$ cat src/hw/rtl/sidta_pkg.sv
package sidta_pkg;

  localparam int MAX_CHARS  = 12;
  localparam int VAL_W      = 32;
  localparam int NUM_DIGITS = 10;
  localparam int BCD_W      = 4 * NUM_DIGITS;
  localparam int CNT_W      = $clog2(MAX_CHARS + 1);
  localparam int SHIFT_W    = $clog2(VAL_W);
  localparam int DIGIDX_W   = $clog2(NUM_DIGITS + 1);
  localparam int CAP_W      = 4;
  localparam int ADDR_W     = 3;
  localparam int DATA_W     = 32;

  localparam logic [CAP_W-1:0] CAP_RESET = CAP_W'(12);
  localparam logic [CAP_W-1:0] CAP_MIN   = CAP_W'(2);

  // word address of each register
  localparam logic ADDR_CAPACITY = 1'b0;

  localparam logic [7:0] CHAR_ZERO  = 8'h30;
  localparam logic [7:0] CHAR_MINUS = 8'h2d;
  localparam logic [7:0] CHAR_NUL   = 8'h00;

endpackage

$ cat src/hw/rtl/sidta_dabble.sv
module sidta_dabble (
  input  logic                             clk,
  input  logic                             rst,
  input  logic                             start,
  input  logic [sidta_pkg::VAL_W-1:0]      mag,
  output logic                             done,
  output logic [sidta_pkg::BCD_W-1:0]      bcd
);

  logic [sidta_pkg::VAL_W-1:0]   bin;
  logic [sidta_pkg::SHIFT_W-1:0] cnt;
  logic                          busy;
  logic [sidta_pkg::BCD_W-1:0]   adj;

  // add 3 to every digit of 5 or more before the shift
  always_comb begin
    for (int i = 0; i < sidta_pkg::NUM_DIGITS; i++) begin
      adj[4*i +: 4] = (bcd[4*i +: 4] >= 4'd5) ? bcd[4*i +: 4] + 4'd3 : bcd[4*i +: 4];
    end
  end

  always_ff @(posedge clk) begin
    if (rst) begin
      busy <= 1'b0;
      done <= 1'b0;
      cnt  <= '0;
    end else begin
      done <= 1'b0;
      if (start) begin
        busy <= 1'b1;
        cnt  <= sidta_pkg::SHIFT_W'(sidta_pkg::VAL_W - 1);
      end else if (busy) begin
        if (cnt == '0) begin
          busy <= 1'b0;
          done <= 1'b1;
        end else begin
          cnt <= cnt - 1'b1;
        end
      end
    end
  end

  always_ff @(posedge clk) begin
    if (start) begin
      bin <= mag;
      bcd <= '0;
    end else if (busy) begin
      bcd <= {adj[sidta_pkg::BCD_W-2:0], bin[sidta_pkg::VAL_W-1]};
      bin <= {bin[sidta_pkg::VAL_W-2:0], 1'b0};
    end
  end

endmodule

$ cat src/hw/rtl/signed_int_to_decimal_ascii.sv
// channel   | dir | tdata (low bit up)                    | tlast
// s_axis    | in  | [31:0] value                          | -
// m_axis    | out | [7:0] character, [11:8] char_count    | is_last
// apb       | in  | 0x0 capacity (4 bits)                 | -
//
// a value is accepted, converted by a 32-step bit-serial binary to bcd
// shift, then sized to the text, then sent one character per cycle while
// m_tready is high; only one value is in flight at a time.
// rst is synchronous and returns capacity to 12.
// a stalled m_tready holds the current character; the next value is taken
// once the last character has been loaded into the output register.
module signed_int_to_decimal_ascii (
  input  logic                           clk,
  input  logic                           rst,
  input  logic                           s_tvalid,
  output logic                           s_tready,
  input  logic [31:0]                    s_tdata,   // [31:0] value
  output logic                           m_tvalid,
  input  logic                           m_tready,
  output logic [15:0]                    m_tdata,   // [7:0] character, [11:8] char_count
  output logic                           m_tlast,
  input  logic                           psel,
  input  logic                           penable,
  input  logic                           pwrite,
  input  logic [sidta_pkg::ADDR_W-1:0]   paddr,
  input  logic [sidta_pkg::DATA_W-1:0]   pwdata,
  output logic [sidta_pkg::DATA_W-1:0]   prdata,
  output logic                           pready
);

  typedef enum logic [1:0] {ST_IDLE, ST_CONV, ST_EMIT} state_t;

  state_t                            state;
  logic [sidta_pkg::CAP_W-1:0]       capacity;
  logic                              neg;
  logic [sidta_pkg::DIGIDX_W-1:0]    dleft;
  logic                              sign_pend;
  logic [sidta_pkg::CNT_W-1:0]       total;
  logic [7:0]                        out_char;
  logic [sidta_pkg::CNT_W-1:0]       out_count;

  logic                              start;
  logic [sidta_pkg::VAL_W-1:0]       mag;
  logic                              conv_done;
  logic [sidta_pkg::BCD_W-1:0]       bcd;
  logic [3:0]                        digit [sidta_pkg::NUM_DIGITS];
  logic [sidta_pkg::DIGIDX_W-1:0]    sig;
  logic [sidta_pkg::CAP_W-1:0]       cap_eff;
  logic [sidta_pkg::CNT_W-1:0]       room;
  logic [sidta_pkg::CNT_W-1:0]       keep;
  logic [sidta_pkg::DIGIDX_W-1:0]    didx;
  logic                              load;

  assign pready   = 1'b1;
  assign prdata   = sidta_pkg::DATA_W'(capacity);
  assign s_tready = (state == ST_IDLE);
  assign start    = s_tvalid && s_tready;
  assign mag      = s_tdata[31] ? (~s_tdata + 1'b1) : s_tdata;
  assign m_tdata  = {4'b0, out_count, out_char};

  always_ff @(posedge clk) begin
    if (rst) begin
      capacity <= sidta_pkg::CAP_RESET;
    end else if (psel && penable && pwrite && paddr[2] == sidta_pkg::ADDR_CAPACITY) begin
      capacity <= pwdata[sidta_pkg::CAP_W-1:0];
    end
  end

  sidta_dabble u_dabble (
    .clk   (clk),
    .rst   (rst),
    .start (start),
    .mag   (mag),
    .done  (conv_done),
    .bcd   (bcd)
  );

  // significant digit count, zero counts as one digit
  always_comb begin
    sig = sidta_pkg::DIGIDX_W'(1);
    for (int i = 0; i < sidta_pkg::NUM_DIGITS; i++) begin
      digit[i] = bcd[4*i +: 4];
      if (bcd[4*i +: 4] != 4'd0) begin
        sig = sidta_pkg::DIGIDX_W'(i + 1);
      end
    end
  end

  always_comb begin
    if (capacity < sidta_pkg::CAP_MIN) begin
      cap_eff = sidta_pkg::CAP_MIN;
    end else if (capacity > sidta_pkg::CAP_W'(sidta_pkg::MAX_CHARS)) begin
      cap_eff = sidta_pkg::CAP_W'(sidta_pkg::MAX_CHARS);
    end else begin
      cap_eff = capacity;
    end
    room = sidta_pkg::CNT_W'(cap_eff) - sidta_pkg::CNT_W'(1) - sidta_pkg::CNT_W'(neg);
    keep = (sidta_pkg::CNT_W'(sig) < room) ? sidta_pkg::CNT_W'(sig) : room;
  end

  assign didx = dleft - 1'b1;
  assign load = !m_tvalid || m_tready;

  always_ff @(posedge clk) begin
    if (rst) begin
      state     <= ST_IDLE;
      m_tvalid  <= 1'b0;
      m_tlast   <= 1'b0;
      neg       <= 1'b0;
      sign_pend <= 1'b0;
      dleft     <= '0;
      total     <= '0;
    end else begin
      // while emitting, every accepted character is replaced at once
      if (m_tvalid && m_tready && state != ST_EMIT) begin
        m_tvalid <= 1'b0;
      end
      unique case (state)
        ST_IDLE: begin
          if (start) begin
            neg   <= s_tdata[31];
            state <= ST_CONV;
          end
        end
        ST_CONV: begin
          if (conv_done) begin
            sign_pend <= neg;
            dleft     <= sidta_pkg::DIGIDX_W'(keep);
            total     <= keep + sidta_pkg::CNT_W'(1) + sidta_pkg::CNT_W'(neg);
            state     <= ST_EMIT;
          end
        end
        ST_EMIT: begin
          if (load) begin
            m_tvalid  <= 1'b1;
            out_count <= total;
            priority if (sign_pend) begin
              out_char  <= sidta_pkg::CHAR_MINUS;
              m_tlast   <= 1'b0;
              sign_pend <= 1'b0;
            end else if (dleft != '0) begin
              out_char <= sidta_pkg::CHAR_ZERO + {4'b0, digit[didx]};
              m_tlast  <= 1'b0;
              dleft    <= didx;
            end else begin
              out_char <= sidta_pkg::CHAR_NUL;
              m_tlast  <= 1'b1;
              state    <= ST_IDLE;
            end
          end
        end
        default: state <= ST_IDLE;
      endcase
    end
  end

endmodule

$ cat config.mk
export PLATFORM = sky130hd
export DESIGN_NAME = signed_int_to_decimal_ascii
export DESIGN_NICKNAME = d
export VERILOG_FILES = /design/src/hw/rtl/sidta_pkg.sv /design/src/hw/rtl/sidta_dabble.sv /design/src/hw/rtl/signed_int_to_decimal_ascii.sv
export SDC_FILE = /design/constraint.sdc
export NUM_CORES = 1
export LEC_CHECK = 0
export BUFFER_PORTS_ARGS = -buffer_cell sky130_fd_sc_hd__buf_2
export CORE_MARGIN = 4
export CORE_UTILIZATION = 30
export CTS_CLUSTER_DIAMETER = 120
export DETAILED_ROUTE_END_ITERATION = 12
export PLACE_DENSITY = 0.55
export SLEW_MARGIN = 20
export SYNTH_ARGS = -nofsm -noshare
export SYNTH_HDL_FRONTEND = slang
export SYNTH_HIERARCHICAL = 1
export SYNTH_SLANG_ARGS = --single-unit
$ cat constraint.sdc
create_clock -name clk -period 7 [get_ports clk]
set_input_delay 0.7 -clock clk [delete_from_list [all_inputs] [get_ports clk]]
set_output_delay 0.7 -clock clk [all_outputs]
set_load 0.1 [all_outputs]
==> impl_metrics.env, run 1 <==
export IMPL_status="complete, no violations"
export IMPL_cts_buffers_inserted=9
export IMPL_worst_path_most_repeated_cell="a211oi_1"
export IMPL_ant_nets=0
export IMPL_yosysTopAreaCellShare=0.189
export IMPL_slew_headroom=0.332
export IMPL_grt_pass1_wl_um=24400
export IMPL_nets=892
export IMPL_syn2layout_area_growth_pct=10.6
export IMPL_cts_sink_count=107
export IMPL_vdd_drop_max_mv=0.105
export IMPL_grt_total_usage=0.113
export IMPL_die_w_um=160
export IMPL_worstMarginPinSlew_ns=0.992
export IMPL_dp_hpwl_um=10400
export IMPL_async_flop_share=0
export IMPL_worstPathArrival_ns=3.94
export IMPL_syn_inst=748
export IMPL_postCtsResizedCells=0
export IMPL_post_drt_via_cell_ratio=5.08
export IMPL_synth_area_leaders="dfxtp_1 (19%), edfxtp_1 (18%), mux2_2 (5.2%)"
export IMPL_required_ns=7.28
export IMPL_finalWirelength_um=14800
export IMPL_skew_ns=0.00876
export IMPL_p_leak_uw=0.00266
export IMPL_synthDistinctLibCells=63
export IMPL_netlist_top_cell_by_area="dfxtp_1"
export IMPL_finalSetupViolCount=0
export IMPL_grt_pass1_vias=4920
export IMPL_max_stage_delay_ns=0.88
export IMPL_port_buffers=60
export IMPL_use_met3=0.0290
export IMPL_use_met2=0.177
export IMPL_path_delay_family="compound AO/OA/AOI/OAI gates"
export IMPL_placed_area_mm2=0.00731
export IMPL_antenna_cells=0
export IMPL_crit_slowest_cell="nor4_1"
export IMPL_die_h_um=160
export IMPL_met1_usage=0.155
export IMPL_grt_max_degree=87
export IMPL_grt_overflow=0
export IMPL_clk_latency_ns=0.36
export IMPL_min_period_ns=3.67
export IMPL_antenna_found_initial=0
export IMPL_seq_area_frac_synth=0.372
export IMPL_place_ws_ns=3.26
export IMPL_synth_edff_count=42
export IMPL_first_iter_violations=248
export IMPL_dpl_cell_count=1064
export IMPL_htree_levels=3
export IMPL_hp_class="register to register"
export IMPL_cts_root_buffer="clkbuf_16"
export IMPL_cap_violations=0
export IMPL_cp_start_kind="register"
export IMPL_core_rowCount=55
export IMPL_core_area_mm2=0.0226
export IMPL_cts_setup_buffers=0
export IMPL_grt_busiest_layer="met2"
export IMPL_dieArea_mm2=0.0255
export IMPL_fin_cells=1080
export IMPL_yosysMostFrequentCell="dfxtp_1"
export IMPL_grt_setup_unrepaired="no"
export IMPL_synth_warnings=6
export IMPL_route_detailed_drc=0
export IMPL_pin_count=126
export IMPL_syn_avg_cell_area_um2=9.22
export IMPL_yosys_register_bits=107
export IMPL_period_share=0.524
export IMPL_synth_area_mm2=0.00689
export IMPL_critPathMaxFanout=7
export IMPL_ys_flop_type="dfxtp_1"
export IMPL_power_density_mw_per_mm2=261
export IMPL_start_util=0.305
export IMPL_cp_num_buf_inv=0
export IMPL_layout_setup_ws_ns=3.33
export IMPL_max_freq_mhz=273
export IMPL_cts_buffer_depth=2
export IMPL_hold_buffers=0
export IMPL_routabilityCongestion=0.802
export IMPL_path_cells="nor4_1 > a211oi_1 > a211oi_1 > o21ai_1 > a31oi_1 > mux2i_1 > ha_1 > a221o_1 > xor2_1 > a211oi_1"
export IMPL_end_kind="register"
export IMPL_ys_top_cells_by_count="dfxtp_1 (65), inv_1 (53), a21oi_1 (51)"
export IMPL_vias=5491
export IMPL_slew_violations=0
export IMPL_cts_tree="yes"
export IMPL_hold_viol=0
export IMPL_firstDrtPassIters=5
export IMPL_drive_gt1_frac=0.176
export IMPL_clkTransAtPathRegs_ns=0.07
export IMPL_criticalPathCategory="register to register"
export IMPL_finalInstanceArea_mm2=0.00763
export IMPL_tns_ns=0
export IMPL_detail_route_wl_per_cell_um=13.7
## path summary, 6_finish.rpt
check,start,slack [ns],cells after the start,to
max,u_dabble/bcd[24],3.33,10,total[2]
min,total[3],0.43,0,out_count[3]
max reg2reg,u_dabble/bcd[24],3.33,10,total[2]
min reg2reg,total[3],0.43,0,out_count[3]
## layout make-up
cell class,instances,area (um2)
Inverter,53,199
Tap cell,285,357
Clock buffer,10,250
Multi-Input combinational cell,556,3870
Clock inverter,6,62.6
Timing Repair Buffer,63,323
Fill cell,2337,15000
Sequential cell,107,2560
## through the flow
step / power (uW) / utilization / hold slack (ns)
finish: 1990 / 0.337 / 0.428
detailed placement: 1460 / 0.323 / 0.414
CTS: 2010 / 0.337 / 0.432
global route: 2120 / 0.337 / 0.445
global placement: 1460 / 0.323 / 0.408
floorplan: 1340 / - / 0.400
## worst register-to-register path: cells and delay by family, from the launching register on
family,cells,cell delay (ns)
XOR/XNOR,1,0.18
flip-flops,1,0.38
adder cells (fa/ha/maj),1,0.22
AND/OR/NAND/NOR,1,0.88
AO/OA/AOI/OAI,6,1.79
multiplexers,1,0.14
## logic make-up after synthesis
| group | Yosys count | share of synthesized area |
|---|---|---|
| AOI/OAI and AO/OA | 197 | 0.186 |
| buffers and inverters | 118 | 0.0849 |
| xor gates and xnor gates | 36 | 0.0457 |
| DFF | 107 | 0.372 |
| and+or+nand+nor | 209 | 0.166 |
| muxes | 50 | 0.0929 |
| other | 2 | 0.00109 |
| adders and majority gates | 29 | 0.0523 |
## cell usage in the layout (no fill, tap or decap), drive strengths merged, types with 12 or more instances in the layout
master / netlist / layout
conb: 2 / 35
mux2: 32 / 32
nor3: 17 / 17
nand3: 22 / 22
a21oi: 51 / 51
xnor2: 34 / 34
nor4: 12 / 12
inv: 53 / 53
nor2: 44 / 44
ha: 28 / 28
dfxtp: 65 / 65
nand2: 44 / 44
or4: 15 / 15
edfxtp: 42 / 42
buf: 47 / 63
o21ai: 55 / 55
## registers in the layout, indices dropped and copies added, names as in the netlist
signal         count
dleft              4
state              2
neg                1
sign_pend          1
capacity           4
out_char           6
u_dabble/busy      1
total              4
out_count          4
m_tvalid           1
u_dabble/bcd      40
m_tlast            1
u_dabble/cnt       5
u_dabble/done      1
u_dabble/bin      32
## where the power goes
part,switching (uW),internal (uW)
logic,385,245
registers,91.5,729
clock network,239,298
total,715,1270
## routing by layer
layer | wire (um) | share of wire | vias to the layer above
met5 | 0 | 0 | -
met4 | 167 | 0.011 | 0
met2 | 6820 | 0.46 | 111
met3 | 734 | 0.050 | 16
li1 | - | - | 2802
met1 | 7080 | 0.48 | 2562
Power figures use the tool's default switching activity.
==> run 2, diff against run 1 <==
PLACE_DENSITY = 0.57   (was 0.55)
clock period = 3.05 ns   (was 7 ns; I/O delays follow)
==> impl_metrics.env, run 2 (same netlist as run 1, synthesis figures left out) <==
export IMPL_status="complete, no violations"
export IMPL_grt_pass1_wl_um=26300
export IMPL_skew_ns=0.00570
export IMPL_routabilityCongestion=0.814
export IMPL_worstPathArrival_ns=3.24
export IMPL_min_period_ns=2.94
export IMPL_core_area_mm2=0.0226
export IMPL_syn2layout_area_growth_pct=19.1
export IMPL_use_met2=0.199
export IMPL_cap_violations=0
export IMPL_finalSetupViolCount=0
export IMPL_hold_viol=0
export IMPL_grt_overflow=0
export IMPL_dpl_cell_count=1130
export IMPL_grt_total_usage=0.121
export IMPL_cp_start_kind="register"
export IMPL_grt_pass1_vias=5393
export IMPL_criticalPathCategory="register to register"
export IMPL_die_h_um=160
export IMPL_grt_setup_unrepaired="no"
export IMPL_dp_hpwl_um=11100
export IMPL_largest_register="u_dabble/bcd"
export IMPL_fin_cells=1147
export IMPL_vias=5758
export IMPL_worstMarginPinSlew_ns=0.788
export IMPL_first_iter_violations=262
export IMPL_pin_count=126
export IMPL_period_share=0.963
export IMPL_power_density_mw_per_mm2=593
export IMPL_port_buffers=60
export IMPL_cts_sink_count=107
export IMPL_layout_common_cells="buf_4 (69), dfxtp_1 (60), buf_2 (60), inv_1 (52), a21oi_1 (51)"
export IMPL_htree_levels=3
export IMPL_nets=959
export IMPL_grt_busiest_layer="met2"
export IMPL_max_freq_mhz=341
export IMPL_hp_class="input port to register"
export IMPL_end_kind="register"
export IMPL_drive_gt1_frac=0.262
export IMPL_use_met3=0.0298
export IMPL_start_util=0.305
export IMPL_route_detailed_drc=0
export IMPL_crit_path_start="u_dabble/bcd[35]"
export IMPL_cts_buffers_inserted=9
export IMPL_worstHoldStart="pwdata[1]"
export IMPL_core_rowCount=55
export IMPL_cts_root_buffer="clkbuf_16"
export IMPL_slew_headroom=0.475
export IMPL_detail_route_wl_per_cell_um=13.4
export IMPL_vdd_drop_max_mv=0.281
export IMPL_die_w_um=160
export IMPL_antenna_cells=0
export IMPL_firstDrtPassIters=4
export IMPL_largest_register_ffs=40
export IMPL_p_leak_uw=0.00301
export IMPL_met1_usage=0.164
export IMPL_critPathMaxFanout=3
export IMPL_clk_latency_ns=0.36
export IMPL_crit_reg2reg_launch="u_dabble/bcd[35]"
export IMPL_slew_violations=0
export IMPL_cts_buffer_depth=2
export IMPL_dieArea_mm2=0.0255
export IMPL_antenna_found_initial=0
export IMPL_required_ns=3.35
export IMPL_grt_max_degree=85
export IMPL_finalWirelength_um=15400
export IMPL_whs_ns=0.183
export IMPL_clkTransAtPathRegs_ns=0.08
export IMPL_final_common_cell="buf_4"
export IMPL_ant_nets=0
export IMPL_reg_largest_list="u_dabble/bcd: 40 flops, u_dabble/bin: 32 flops, out_char: 6 flops"
export IMPL_cts_tree="yes"
export IMPL_post_drt_via_cell_ratio=5.02
==> run 2: area by class of cell <==
cell class | count | area, um2
clock buffer | 9 | 225
clock inverter | 7 | 57.6
fill | 2280 | 14400
inverter | 53 | 199
multi-input combinational | 556 | 3960
sequential | 107 | 2580
tap | 285 | 357
timing repair buffer | 130 | 838
==> run 2: power by group <==
part | switching, uW | leakage [uW] | internal (uW)
combinational | 1080 | 0.00193 | 857
clock | 581 | 0.000138 | 569
sequential | 109 | 0.000940 | 1670
total | 1770 | 0.00301 | 3100
==> run 2: what timing repair did <==
| item | CTS | global route |
|---|---|---|
| hold buffers | 0 | 0 |
| gates cloned | 0 | 0 |
| gates resized for setup | 4 | 9 |
| setup endpoints to repair | 2 | 3 |
| setup buffers | 1 | 0 |
| pin swaps | 1 | 4 |
==> run 2: metrics by stage <==
step / setup TNS, ns / cell area (um2) / total power [uW] / util / setup WS (ns)
finish: 0 / 8210 / 4870 / 0.363 / 0.114
global route: 0 / 8210 / 5200 / 0.363 / 0.00216
CTS: 0 / 8170 / 4860 / 0.361 / 0.0158
detailed placement: -0.423 / 7850 / 3650 / 0.347 / -0.136
global placement: -0.279 / 7850 / 3640 / 0.347 / -0.115
floorplan: -0.0552 / 7050 / 3080 / - / -0.0552
==> run 2: worst max-delay path, stage by stage (launching register included) <==
cell and delay (ns):
dfxtp_1 0.31, or4_4 0.53, or3_4 0.43, ha_4 0.25, a21o_1 0.21, a31oi_4 0.17
mux2i_1 0.10, ha_2 0.19, a221o_1 0.31, nor4_1 0.20, mux2i_1 0.11, nand2_1 0.07
==> run 2: routing by layer <==
layer  vias to the layer above  wire length [um]
li1                       2927                 -
met1                      2691              7260
met2                       132              7230
met3                         8               818
met4                         0                71
met5                         -                 0
==> run 2: final timing paths <==
| kind | to | slack [ns] | depth (start not counted) |
|---|---|---|---|
| setup / recovery | total[3] | 0.11 | 11 |
| hold / removal | capacity[1] | 0.18 | 3 |
| setup reg to reg | total[3] | 0.11 | 11 |
| hold reg to reg | out_count[0] | 0.43 | 0 |
